$ cat src/design/bba_pkg.sv
package bba_pkg;

  // Default geometry. MAP_WORD_BITS must be a power of two.
  localparam int NUM_BLOCKS_DEF    = 4096;
  localparam int MAP_WORD_BITS_DEF = 8;

  localparam int CFG_W    = 13;
  localparam int BLOCK_W  = 12;
  localparam int STATUS_W = 2;

  localparam logic [CFG_W-1:0] CFG_RESET = 13'd4096;

  typedef enum logic {
    FUNC_ALLOC = 1'b0,
    FUNC_FREE  = 1'b1
  } func_e;

  typedef enum logic [STATUS_W-1:0] {
    STS_OK           = 2'd0,
    STS_NO_FREE      = 2'd1,
    STS_ALREADY_FREE = 2'd2,
    STS_OUT_OF_RANGE = 2'd3
  } status_e;

  // Controller to datapath
  typedef struct packed {
    logic    clr_step;
    logic    latch_op;
    logic    scan_init;
    logic    rd_free;
    logic    rd_scan;
    logic    wr_word;
    logic    rsp_vld;
    status_e rsp_status;
  } cmd_t;

  // Datapath to controller
  typedef struct packed {
    logic clr_last;
    logic func_free;
    logic out_of_range;
    logic limit_zero;
    logic scan_issue_ok;
    logic chk_vld;
    logic chk_last;
    logic found;
    logic bit_set;
  } sts_t;

endpackage

$ cat src/design/bba_ctrl.sv
module bba_ctrl
  import bba_pkg::*;
(
  input  logic clk_i,
  input  logic rst_ni,
  input  logic start_i,
  output logic busy_o,
  input  sts_t sts_i,
  output cmd_t cmd_o
);

  typedef enum logic [4:0] {
    S_CLEAR   = 5'b00001,
    S_IDLE    = 5'b00010,
    S_CHECK   = 5'b00100,
    S_FREE_WR = 5'b01000,
    S_SCAN    = 5'b10000
  } state_e;

  state_e state_q, state_d;

  always_comb begin
    state_d = state_q;
    cmd_o   = '0;
    cmd_o.rsp_status = STS_OK;
    case (state_q)
      S_CLEAR: begin
        cmd_o.clr_step = 1'b1;
        if (sts_i.clr_last) begin
          state_d = S_IDLE;
        end
      end
      S_IDLE: begin
        if (start_i) begin
          cmd_o.latch_op = 1'b1;
          state_d = S_CHECK;
        end
      end
      S_CHECK: begin
        if (sts_i.func_free) begin
          if (sts_i.out_of_range) begin
            cmd_o.rsp_vld    = 1'b1;
            cmd_o.rsp_status = STS_OUT_OF_RANGE;
            state_d = S_IDLE;
          end else begin
            cmd_o.rd_free = 1'b1;
            state_d = S_FREE_WR;
          end
        end else if (sts_i.limit_zero) begin
          cmd_o.rsp_vld    = 1'b1;
          cmd_o.rsp_status = STS_NO_FREE;
          state_d = S_IDLE;
        end else begin
          cmd_o.scan_init = 1'b1;
          state_d = S_SCAN;
        end
      end
      S_FREE_WR: begin
        cmd_o.rsp_vld = 1'b1;
        if (sts_i.bit_set) begin
          cmd_o.wr_word    = 1'b1;
          cmd_o.rsp_status = STS_OK;
        end else begin
          cmd_o.rsp_status = STS_ALREADY_FREE;
        end
        state_d = S_IDLE;
      end
      S_SCAN: begin
        if (sts_i.chk_vld && sts_i.found) begin
          cmd_o.wr_word    = 1'b1;
          cmd_o.rsp_vld    = 1'b1;
          cmd_o.rsp_status = STS_OK;
          state_d = S_IDLE;
        end else if (sts_i.chk_vld && sts_i.chk_last) begin
          cmd_o.rsp_vld    = 1'b1;
          cmd_o.rsp_status = STS_NO_FREE;
          state_d = S_IDLE;
        end else begin
          cmd_o.rd_scan = sts_i.scan_issue_ok;
        end
      end
      default: begin
        state_d = S_IDLE;
      end
    endcase
  end

  always_ff @(posedge clk_i or negedge rst_ni) begin
    if (!rst_ni) begin
      state_q <= S_CLEAR;
    end else begin
      state_q <= state_d;
    end
  end

  assign busy_o = (state_q != S_IDLE);

endmodule

$ cat config.mk
export PLATFORM = sky130hd
export DESIGN_NAME = bba_ctrl
export DESIGN_NICKNAME = d
export VERILOG_FILES = /design/src/design/bba_pkg.sv /design/src/design/bba_ctrl.sv
export SDC_FILE = /design/constraint.sdc
export NUM_CORES = 1
export LEC_CHECK = 0
export BUFFER_PORTS_ARGS = -buffer_cell sky130_fd_sc_hd__buf_4
export CORE_AREA = 2 2 39 41
export DETAILED_ROUTE_END_ITERATION = 16
export DIE_AREA = 0 0 41 43
export GPL_TIMING_DRIVEN = 1
export SLEW_MARGIN = 10
export SYNTH_ARGS = -nofsm -noshare
export SYNTH_HDL_FRONTEND = slang
export SYNTH_SLANG_ARGS = --single-unit
export TNS_END_PERCENT = 10
$ cat constraint.sdc
create_clock -name clk_i -period 3.6 [get_ports clk_i]
set_input_delay 0.18 -clock clk_i [delete_from_list [all_inputs] [get_ports clk_i]]
set_output_delay 0.18 -clock clk_i [all_outputs]
set_load 0.01 [all_outputs]
==> results.md, run 1 <==
* Status: finished, final reports clean
* Overall Power at roughly 260 uW
* Top-area cell type share of the netlist area at about 28%
* Max-cap violations at 0
* Sum Neg Setup Slack at 0 ns
* Largest net degree at the start of global routing at 7
* Max stage delay cell, worst path: or3_4
* Ratio of cells with drive above 1 in the final layout at a little under half
* Synth area leader: dfrtp_1
* Row count at 14
* Startpoint types: flip-flop
* Max H-tree Level at 1
* LEAKAGE at between 0.2 and 0.3 nW
* Biggest regs: state_q x5
* TritonRoute pass-1 iters at 4
* Width of the chip at a little over 40 um
* Critical Path End Type: output pin
* Final ANT Viol Nets at 0
* Chip Height at ~43 um
* Slew Limit Headroom at about 70%
* GPL Wtd Cong at between 0.7 and 0.8
* Remaining DRCs at 0
* R2R depth at 4
* Die ar. at approximately 0.0018 sq mm
* Netlist cell types at 24
* HP Class: input pin to flip-flop
* CTS Root Buffer Type: clkbuf_4
* CP delay by family, top: simple AND/OR/NAND/NOR gates
* Minimum clock period at about 1.9 ns
* Hold Vio Cnt, Final at 0
* Mapped cell area at between 300 and 400 sq um
* Worst R2R Start: state_q[3]
* DR WL/cell at between 10 and 15 um
* CP bufs+invs at 1
* Initial Util at 25.7%
* Port bufs at 21
* Synthesis-to-finish area growth at 60.2%
* Hold path cells at 2
* Commonest cells after routing, fill and taps aside: 21 x buf_4, 4 x dfrtp_1, 3 x nand2_1, 3 x inv_1, 3 x clkbuf_4
* Min-delay src: sts_i[6]
* Max stage delay on crit path at roughly 0.42 ns
* Total track usage at a little under an eighth
* Syn Area/Cell at approximately 9.6 sq um
* CTS max path bufs at 2
* Fmax at around 530 MHz
* Measured slew at the worst slew-check pin at between 0.4 and 0.5 ns
* Crit-path max FO at 6
* R2R Setup Slk at about 2.1 ns
* Crit Path Class: flip-flop to output pin
* Worst VDD drop at between 0.0003 and 0.0004 V
* Ant diodes at 0
* Syn nets at 49
* Global-route wire length before repair at 1410 um
* IO Pins at 22
* Worst min-delay path endpoint: state_q[3]
* Non-Filler Instances at roughly 80
* Required @ worst endpoint at between 3 and 4 ns
* RSZ-0062 raised after global routing: no
* Leading cell type in the layout, fill and taps excluded: buf_4
* Final WL at 822 um
* Vias in the first global route at approximately 360
* CP Cell Sequence: or3_4 -> nor3b_4 -> and2b_1 -> and2_1 -> buf_4
* Via Count at 362
* Core area at between 0.001 and 0.0015 sq mm
* Synth area leaders: dfrtp_1 28%, dfstp_2 7.4%, nor3b_4 5.3%
* Max reg flops at 5
* Largest register by flop count: state_q
* Seq/Total Area, Yosys at 35.6%
* Final clock skew at around 0.0024 ns
* Vias/cell at ~4.6
* Drt initial violations at 2
* Gr ovfl total at 0
* TritonCTS Buffers at 3
* Part of the cycle the worst path needs at 52.6%
* Worst-Skew Late Latency at around 0.24 ns
* Flip-flop and latch count after synthesis at 5
* Clock-pin slew on the worst setup and hold paths at 0.04 ns
* DP Cell Count at between 70 and 80
* Worst Path Arrival at between 1.5 and 2 ns
* Fin. max-slew vios at 0
* Reg2reg end: state_q[1]
* Cells after synthesis at 37
* TritonCTS clock tree: done
* HPWL after DPL at about 720 um
* Post-layout net count at 76
* TritonCTS Sinks at 5
* Initial antenna violation count at 0
* Final setup vio count at 0
* Yosys warnings at 0
* Pwr dens at 456 mW/mm^2
timing repair:
item                       4_1_cts  5_1_grt
setup buffers                    0        0
setup endpoints to repair        0        0
hold buffers                     1        0
gates resized for setup          0        0
hold endpoints to repair         5        0
stage by stage:
step	cell area [sq um]	util, %	hold slack, ns	setup WS [ns]
after floorplan	355	-	-0.116	2.09
after global placement	533	38.5	-0.0159	1.98
after detailed placement	533	38.5	-0.0149	1.95
after CTS	569	41.1	0.120	1.69
after global routing	569	41.1	0.123	1.55
final	569	41.1	0.128	1.71
metal layers:
metal	global-route usage [%]	wire (um)	up-vias
li1	-	-	193
met1	14.4	353	153
met2	17.8	382	14
met3	3.14	83	2
met4	6.00	4	0
met5	0	0	-
report_power, final:
| group | leakage [nW] | switching [mW] | internal [mW] |
|---|---|---|---|
| registers | 0.0620 | 0.0149 | 0.0676 |
| logic | 0.220 | 0.0536 | 0.0619 |
| clock network | 0.0150 | 0.0201 | 0.0417 |
| total | 0.297 | 0.0886 | 0.171 |
Yosys cell counts, drive strengths merged:
cell type  number
and4bb          1
nand4b          1
nor4            1
nor3            2
nor2            2
nand3b          2
inv             3
nor3b           2
a21oi           2
nand2           3
mux2i           1
and2            1
o21a            1
or2             1
dfstp           1
dfrtp           4
or3             1
a41o            1
and3            2
and2b           2
o32ai           1
o22ai           2
cells by family after synthesis:
family	count (synthesis)	share of synthesized area, %
flip-flops	5	35.6
multiplexers	1	2.82
AO/OA/AOI/OAI	7	13.7
buffers and inverters	3	3.17
AND/OR/NAND/NOR	21	44.7
final cells by class:
| cell class | count | area, sq um |
|---|---|---|
| Multi-Input combinational cell | 29 | 218 |
| Timing Repair Buffer | 22 | 168 |
| Fill cell | 141 | 815 |
| Tap cell | 16 | 20.0 |
| Sequential cell | 5 | 126 |
| Clock buffer | 4 | 26.3 |
| Inverter | 3 | 11.3 |
how the worst max path moves through the flow:
| stage | start | endpoint | cells after the start |
|---|---|---|---|
| after floorplan | state_q[3] | cmd_o[4] | 4 |
| after global placement | state_q[3] | cmd_o[4] | 5 |
| after detailed placement | state_q[3] | cmd_o[4] | 5 |
| after CTS | state_q[3] | cmd_o[4] | 5 |
| after global routing | state_q[3] | cmd_o[4] | 5 |
| final | state_q[3] | cmd_o[4] | 5 |
worst register-to-register path: cells and delay by family (launching register included):
| kind | cells | cell delay, ns |
|---|---|---|
| AOI/OAI and AO/OA | 1 | 0.10 |
| DFF | 1 | 0.41 |
| and+or+nand+nor | 3 | 0.83 |
Note: power is estimated with default switching activity, not from simulation.
==> run 2, diff against run 1 <==
==> constraint.sdc (replaced) <==
create_clock -name clk_i -period 1.7 [get_ports clk_i]
set_input_delay 0.085 -clock clk_i [delete_from_list [all_inputs] [get_ports clk_i]]
set_output_delay 0.085 -clock clk_i [all_outputs]
set_load 0.01 [all_outputs]
==> results.md, run 2 (synthesis gave the netlist of run 1 again) <==
* Required @ worst endpoint at between 1.5 and 2 ns
* Slew Limit Headroom at slightly below 80%
* TritonCTS clock tree: done
* Gr ovfl total at 0
* Final clock skew at between 0.002 and 0.0025 ns
* Commonest cells after routing, fill and taps aside: 25 x buf_4, 4 x dfrtp_1
* Largest register by flop count: state_q
* Synthesis-to-finish area growth at 83.1%
* HPWL after DPL at 722 um
* Final setup vio count at 1
* Max reg flops at 5
* Chip Height at 43 um
* Worst-Skew Late Latency at 0.24 ns
* Post-layout net count at 83
* Startpoint types: flip-flop
* Width of the chip at 41 um
* Total track usage at 13.0%
* Sum Neg Setup Slack at -0.0110 ns
* Critical Path End Type: output pin
* Initial antenna violation count at 0
* Biggest regs: state_q x5
* Minimum clock period at ~1.7 ns
* Worst Path Arrival at ~1.6 ns
* Clock-pin slew on the worst setup and hold paths at approximately 0.040 ns
* Global-route wire length before repair at between 1500 and 2000 um
* Non-Filler Instances at 86
* Ant diodes at 0
* Failing checks: setup timing
* GPL Wtd Cong at approximately 0.72
* Max H-tree Level at 1
* RSZ-0062 raised after global routing: yes
* Worst VDD drop at 0.000740 V
* Vias in the first global route at around 410
* Drt initial violations at 4
* Port bufs at 21
* Max-cap violations at 0
* Fin. max-slew vios at 0
* Ratio of cells with drive above 1 in the final layout at around 57%
* TritonRoute pass-1 iters at 2
* Sequential Power Share at 25.3%
* TritonCTS Sinks at 5
* CTS Root Buffer Type: clkbuf_4
* Overall Power at about 640 uW
* DR WL/cell at 11.5 um
* Final hold slack at 0.0321 ns
* Crit-path max FO at 3
* CTS max path bufs at 2
* DP Worst Slack at 0.149 ns
* Final WL at approximately 990 um
* TritonCTS Buffers at 3
* Area post-placement at approximately 530 sq um
* Status: complete, but fails checks
* Final ANT Viol Nets at 0
* Initial Util at about a quarter
* Switching Share at 33.3%
* Largest net degree at the start of global routing at 6
* LEAKAGE at around 0.34 nW
* Leading cell type in the layout, fill and taps excluded: buf_4
* Design area at approximately 650 sq um
* Part of the cycle the worst path needs at 101%
* Net switching power at between 200 and 250 uW
* Hold Vio Cnt, Final at 0
* Vias/cell at around 4.8
* Power share of the combinational group at between 50% and 60%
* Pwr dens at about 980 mW/mm^2
* Via Count at just over 400
* Fin worst setup slack at -0.0110 ns
* DP Cell Count at 74
* IO Pins at 22
* Core area at about 0.0014 sq mm
* Crit Path Class: flip-flop to output pin
* Final cell utilization of the core at a little under half
* Row count at 14
* Pint at 426 uW
* Die ar. at between 0.0015 and 0.002 sq mm
* Fmax at slightly below 600 MHz
* Clock power share at just over 20%
* Measured slew at the worst slew-check pin at approximately 0.32 ns
* Remaining DRCs at 0
* HP Class: input pin to flip-flop
run 2: cell types whose count changed in the layout (fill, tap and decap cells not counted):
cell     delta
buf_4       +4
buf_6       +3
a21oi_1     -1
a21oi_2     +1
and2_1      -1
and2_4      +1
nor3_1      -1
nor3_2      +1
nor4_1      -1
nor4_2      +1
run 2: worst max-delay path: stages (launching register included):
cell and delay (ns):
dfrtp_1 0.37, or3_4 0.40, nor3b_4 0.21, buf_4 0.15, a41o_1 0.16, buf_6 0.10
run 2: path summary, 6_finish.rpt:
kind / startpoint / endpoint / slack, ns / cells after the start
max in group asynchronous: rst_ni / state_q[0] / 1.32 / 2
worst max register to register: state_q[3] / state_q[1] / 0.21 / 5
min in group asynchronous: rst_ni / state_q[1] / 0.19 / 2
worst min register to register: state_q[1] / state_q[2] / 0.65 / 2
worst min-delay path: sts_i[6] / state_q[3] / 0.03 / 2
worst max-delay path: state_q[3] / cmd_o[0] / -0.01 / 5
run 2: timing repair:
| item | 4_1_cts | 5_1_grt |
|---|---|---|
| resized for setup | 1 | 6 |
| endpoints found under the hold margin | 5 | 0 |
| pin swaps | 3 | 6 |
| buffers inserted | 6 | 1 |
| hold buffers | 1 | 0 |
| setup endpoints to repair | 2 | 7 |
run 2: cell type report:
class | count | area, sq um
sequential | 5 | 126
multi-input combinational | 29 | 235
fill | 141 | 733
tap | 16 | 20.0
timing repair buffer | 29 | 231
inverter | 3 | 11.3
clock buffer | 4 | 26.3
run 2: power by group through the flow:
stage | logic (mW) | clock network [mW] | registers, mW
after floorplan | 0.148 | 0 | 0.168
after global placement | 0.245 | 0 | 0.174
after detailed placement | 0.246 | 0 | 0.174
after CTS | 0.327 | 0.139 | 0.159
after global routing | 0.380 | 0.145 | 0.163
final | 0.347 | 0.131 | 0.161
run 2: per-layer routing:
| layer | wire [um] | global-route usage, % | up-vias |
|---|---|---|---|
| li1 | - | - | 204 |
| met1 | 371 | 14.7 | 190 |
| met2 | 533 | 20.9 | 14 |
| met3 | 75 | 3.14 | 2 |
| met4 | 4 | 7.33 | 0 |
| met5 | 0 | 0 | - |
==> run 3, diff against run 2 <==
--- a/config.mk
+++ b/config.mk
@@ -5,11 +5,13 @@
 export SDC_FILE = /design/constraint.sdc
 export NUM_CORES = 1
 export LEC_CHECK = 0
+export ABC_AREA = 1
 export BUFFER_PORTS_ARGS = -buffer_cell sky130_fd_sc_hd__buf_4
 export CORE_AREA = 2 2 39 41
 export DETAILED_ROUTE_END_ITERATION = 16
 export DIE_AREA = 0 0 41 43
 export GPL_TIMING_DRIVEN = 1
+export MAX_ROUTING_LAYER = met4
 export SLEW_MARGIN = 10
 export SYNTH_ARGS = -nofsm -noshare
 export SYNTH_HDL_FRONTEND = slang
==> results.md, run 3 <==
* Status: finished, final reports clean
* Hold-fix buffers, CTS at 1
* RSZ-0062 raised after global routing: no
* R2R depth at 4
* Critical Path End Type: output pin
* Worst-Skew Late Latency at around 0.24 ns
* Commonest cells after routing, fill and taps aside: 21 x buf_4, 9 x inv_1, 9 x nand2_1
* Async SR Flop Fraction at between 90% and 100%
* Cells after synthesis at 56
* Total track usage at around 14%
* DP Cell Count at 93
* Top cells by count, synth: 9 x inv_1, 9 x nand2_1, 5 x nor2_2, 5 x nor3_1
* Reg2reg end: state_q[1]
* Synth area leaders: dfrtp_1 26%, inv_1 8.8%, nand2_1 8.8%
* Final ANT Viol Nets at 0
* Initial Util at 27.8%
* Fmax at about 660 MHz
* Syn Area/Cell at between 6 and 7 sq um
* Crit-path max FO at 5
* Part of the cycle the worst path needs at 88.7%
* Remaining DRCs at 0
* Gr ovfl total at 0
* Minimum clock period at 1.51 ns
* TritonCTS Sinks at 5
* Core area at 0.00138 sq mm
* Worst VDD drop at between 0.0004 and 0.0005 V
* Port bufs at 21
* Initial antenna violation count at 0
* CTS max path bufs at 2
* Seq/Total Area, Yosys at 32.9%
* Post-CTS Setup Inserts at 0
* Ant diodes at 0
* LEAKAGE at 0.333 nW
* Max-cap violations at 0
* Fin. max-slew vios at 0
* Row count at 14
* Global-route wire length before repair at between 1500 and 2000 um
* TritonCTS Buffers at 3
* Post-synth EDFFs at 0
* Biggest regs: state_q x5
* GPL Wtd Cong at about 0.74
* HPWL after DPL at approximately 800 um
* Top FF cell, synth: dfrtp_1
* Drt initial violations at 1
* Synthesis-to-finish area growth at 55.7%
* DR WL/cell at 9.37 um
* Worst R2R Start: state_q[1]
* Flip-flop and latch count after synthesis at 5
* Die ar. at 0.00176 sq mm
* Crit Path Class: flip-flop to output pin
* Final clock skew at 0.000625 ns
* IO Pins at 22
* Final WL at 918 um
* Syn nets at a little under 70
* Post-CTS Resized at 0
* Yosys warnings at 0
* Via Count at 442
* Synth area leader: dfrtp_1
* Post-layout net count at 95
* Final setup vio count at 0
* Top-area cell type share of the netlist area at 26.1%
* Startpoint types: flip-flop
* Clock-pin slew on the worst setup and hold paths at approximately 0.04 ns
* Mapped cell area at a little under 400 sq um
* Slew Limit Headroom at around 83%
* Min-delay src: sts_i[6]
* Worst Path Arrival at between 1 and 1.5 ns
* Hold Vio Cnt, Final at 0
* Largest register by flop count: state_q
* Hold path cells at 2
* HP Class: input pin to flip-flop
* Width of the chip at 41 um
* CTS Root Buffer Type: clkbuf_4
* Worst min-delay path endpoint: state_q[3]
* Chip Height at ~43 um
* Non-Filler Instances at 98
* Area post-placement at 562 sq um
* TritonRoute pass-1 iters at 4
* Sum Neg Setup Slack at 0 ns
* Leading cell type in the layout, fill and taps excluded: buf_4
* Vias in the first global route at between 400 and 500
* Max H-tree Level at 1
* Measured slew at the worst slew-check pin at about 0.25 ns
* TritonCTS clock tree: done
* Max reg flops at 5
* Vias/cell at about 4.5
* Design area at 598 sq um
* Ratio of cells with drive above 1 in the final layout at a little under half
* R2R Setup Slk at approximately 0.51 ns
* Required @ worst endpoint at 1.62 ns
* Largest net degree at the start of global routing at 6
* Netlist cell types at 17
* Pwr dens at 1130 mW/mm^2
[run 3: cell count changes in the layout (fill, tap and decap cells not counted), sizes merged, moves of 2 or more]
| cell | delta |
|---|---|
| a21oi | -2 |
| and2b | -2 |
| and3 | -2 |
| buf | -7 |
| inv | +10 |
| nand2 | +7 |
| nand3 | +5 |
| nand3b | -2 |
| nand4 | +3 |
| nor2 | +6 |
| nor3 | +3 |
| nor3b | -2 |
| o21ai | +2 |
[run 3: cell type report]
cell class                 instances  area [sq um]
clock buffer                       4          26.3
fill                             148           786
inverter                          13          48.8
multi-input combinational         38           209
sequential                         5           126
tap                               16          20.0
timing repair buffer              22           168
[run 3: per-layer routing]
metal,vias to the layer above,GRT usage (%),share of wire (%)
li1,240,-,-
met1,190,18.3,44
met2,12,18.4,52
met3,0,3.14,3.5
met4,0,10.0,0
met5,-,-,0
[run 3: logic make-up (layout without fill, tap and decap cells)]
kind of cell	Yosys count	count (layout)	synth area share [%]
AOI/OAI and AO/OA	6	6	10.7
and+or+nand+nor	32	32	43.6
buffers and inverters	13	39	12.7
DFF	5	5	32.9
[run 3: worst max-delay path by stage]
stage | start | to | cells after the start
global placement | state_q[1] | cmd_o[7] | 5
floorplan | state_q[3] | cmd_o[7] | 3
finish | state_q[1] | cmd_o[7] | 5
global route | state_q[1] | cmd_o[0] | 4
CTS | state_q[1] | cmd_o[7] | 5
detailed placement | state_q[1] | cmd_o[7] | 5
[run 3: per-stage QoR]
step / hold slack, ns / setup WS, ns / power, mW / utilization [%]
floorplan: -0.211 / 0.547 / 0.412 / -
global placement: -0.111 / 0.453 / 0.544 / 40.6
detailed placement: -0.111 / 0.422 / 0.544 / 40.6
CTS: 0.0134 / 0.167 / 0.683 / 43.2
global route: 0.0344 / 0.0819 / 0.725 / 43.2
finish: 0.0190 / 0.192 / 0.676 / 43.2
[run 3: power by group]
group | internal, mW | total, mW | switching, mW
sequential | 0.148 | 0.187 | 0.0391
clock | 0.0884 | 0.132 | 0.0440
combinational | 0.161 | 0.356 | 0.195
[run 3: critical path, cell delays in order (launching register included)]
cell,delay [ns]
dfrtp_1,0.42
nor3_1,0.27
nand3_1,0.18
nand2_2,0.12
nor3_1,0.05
buf_4,0.14
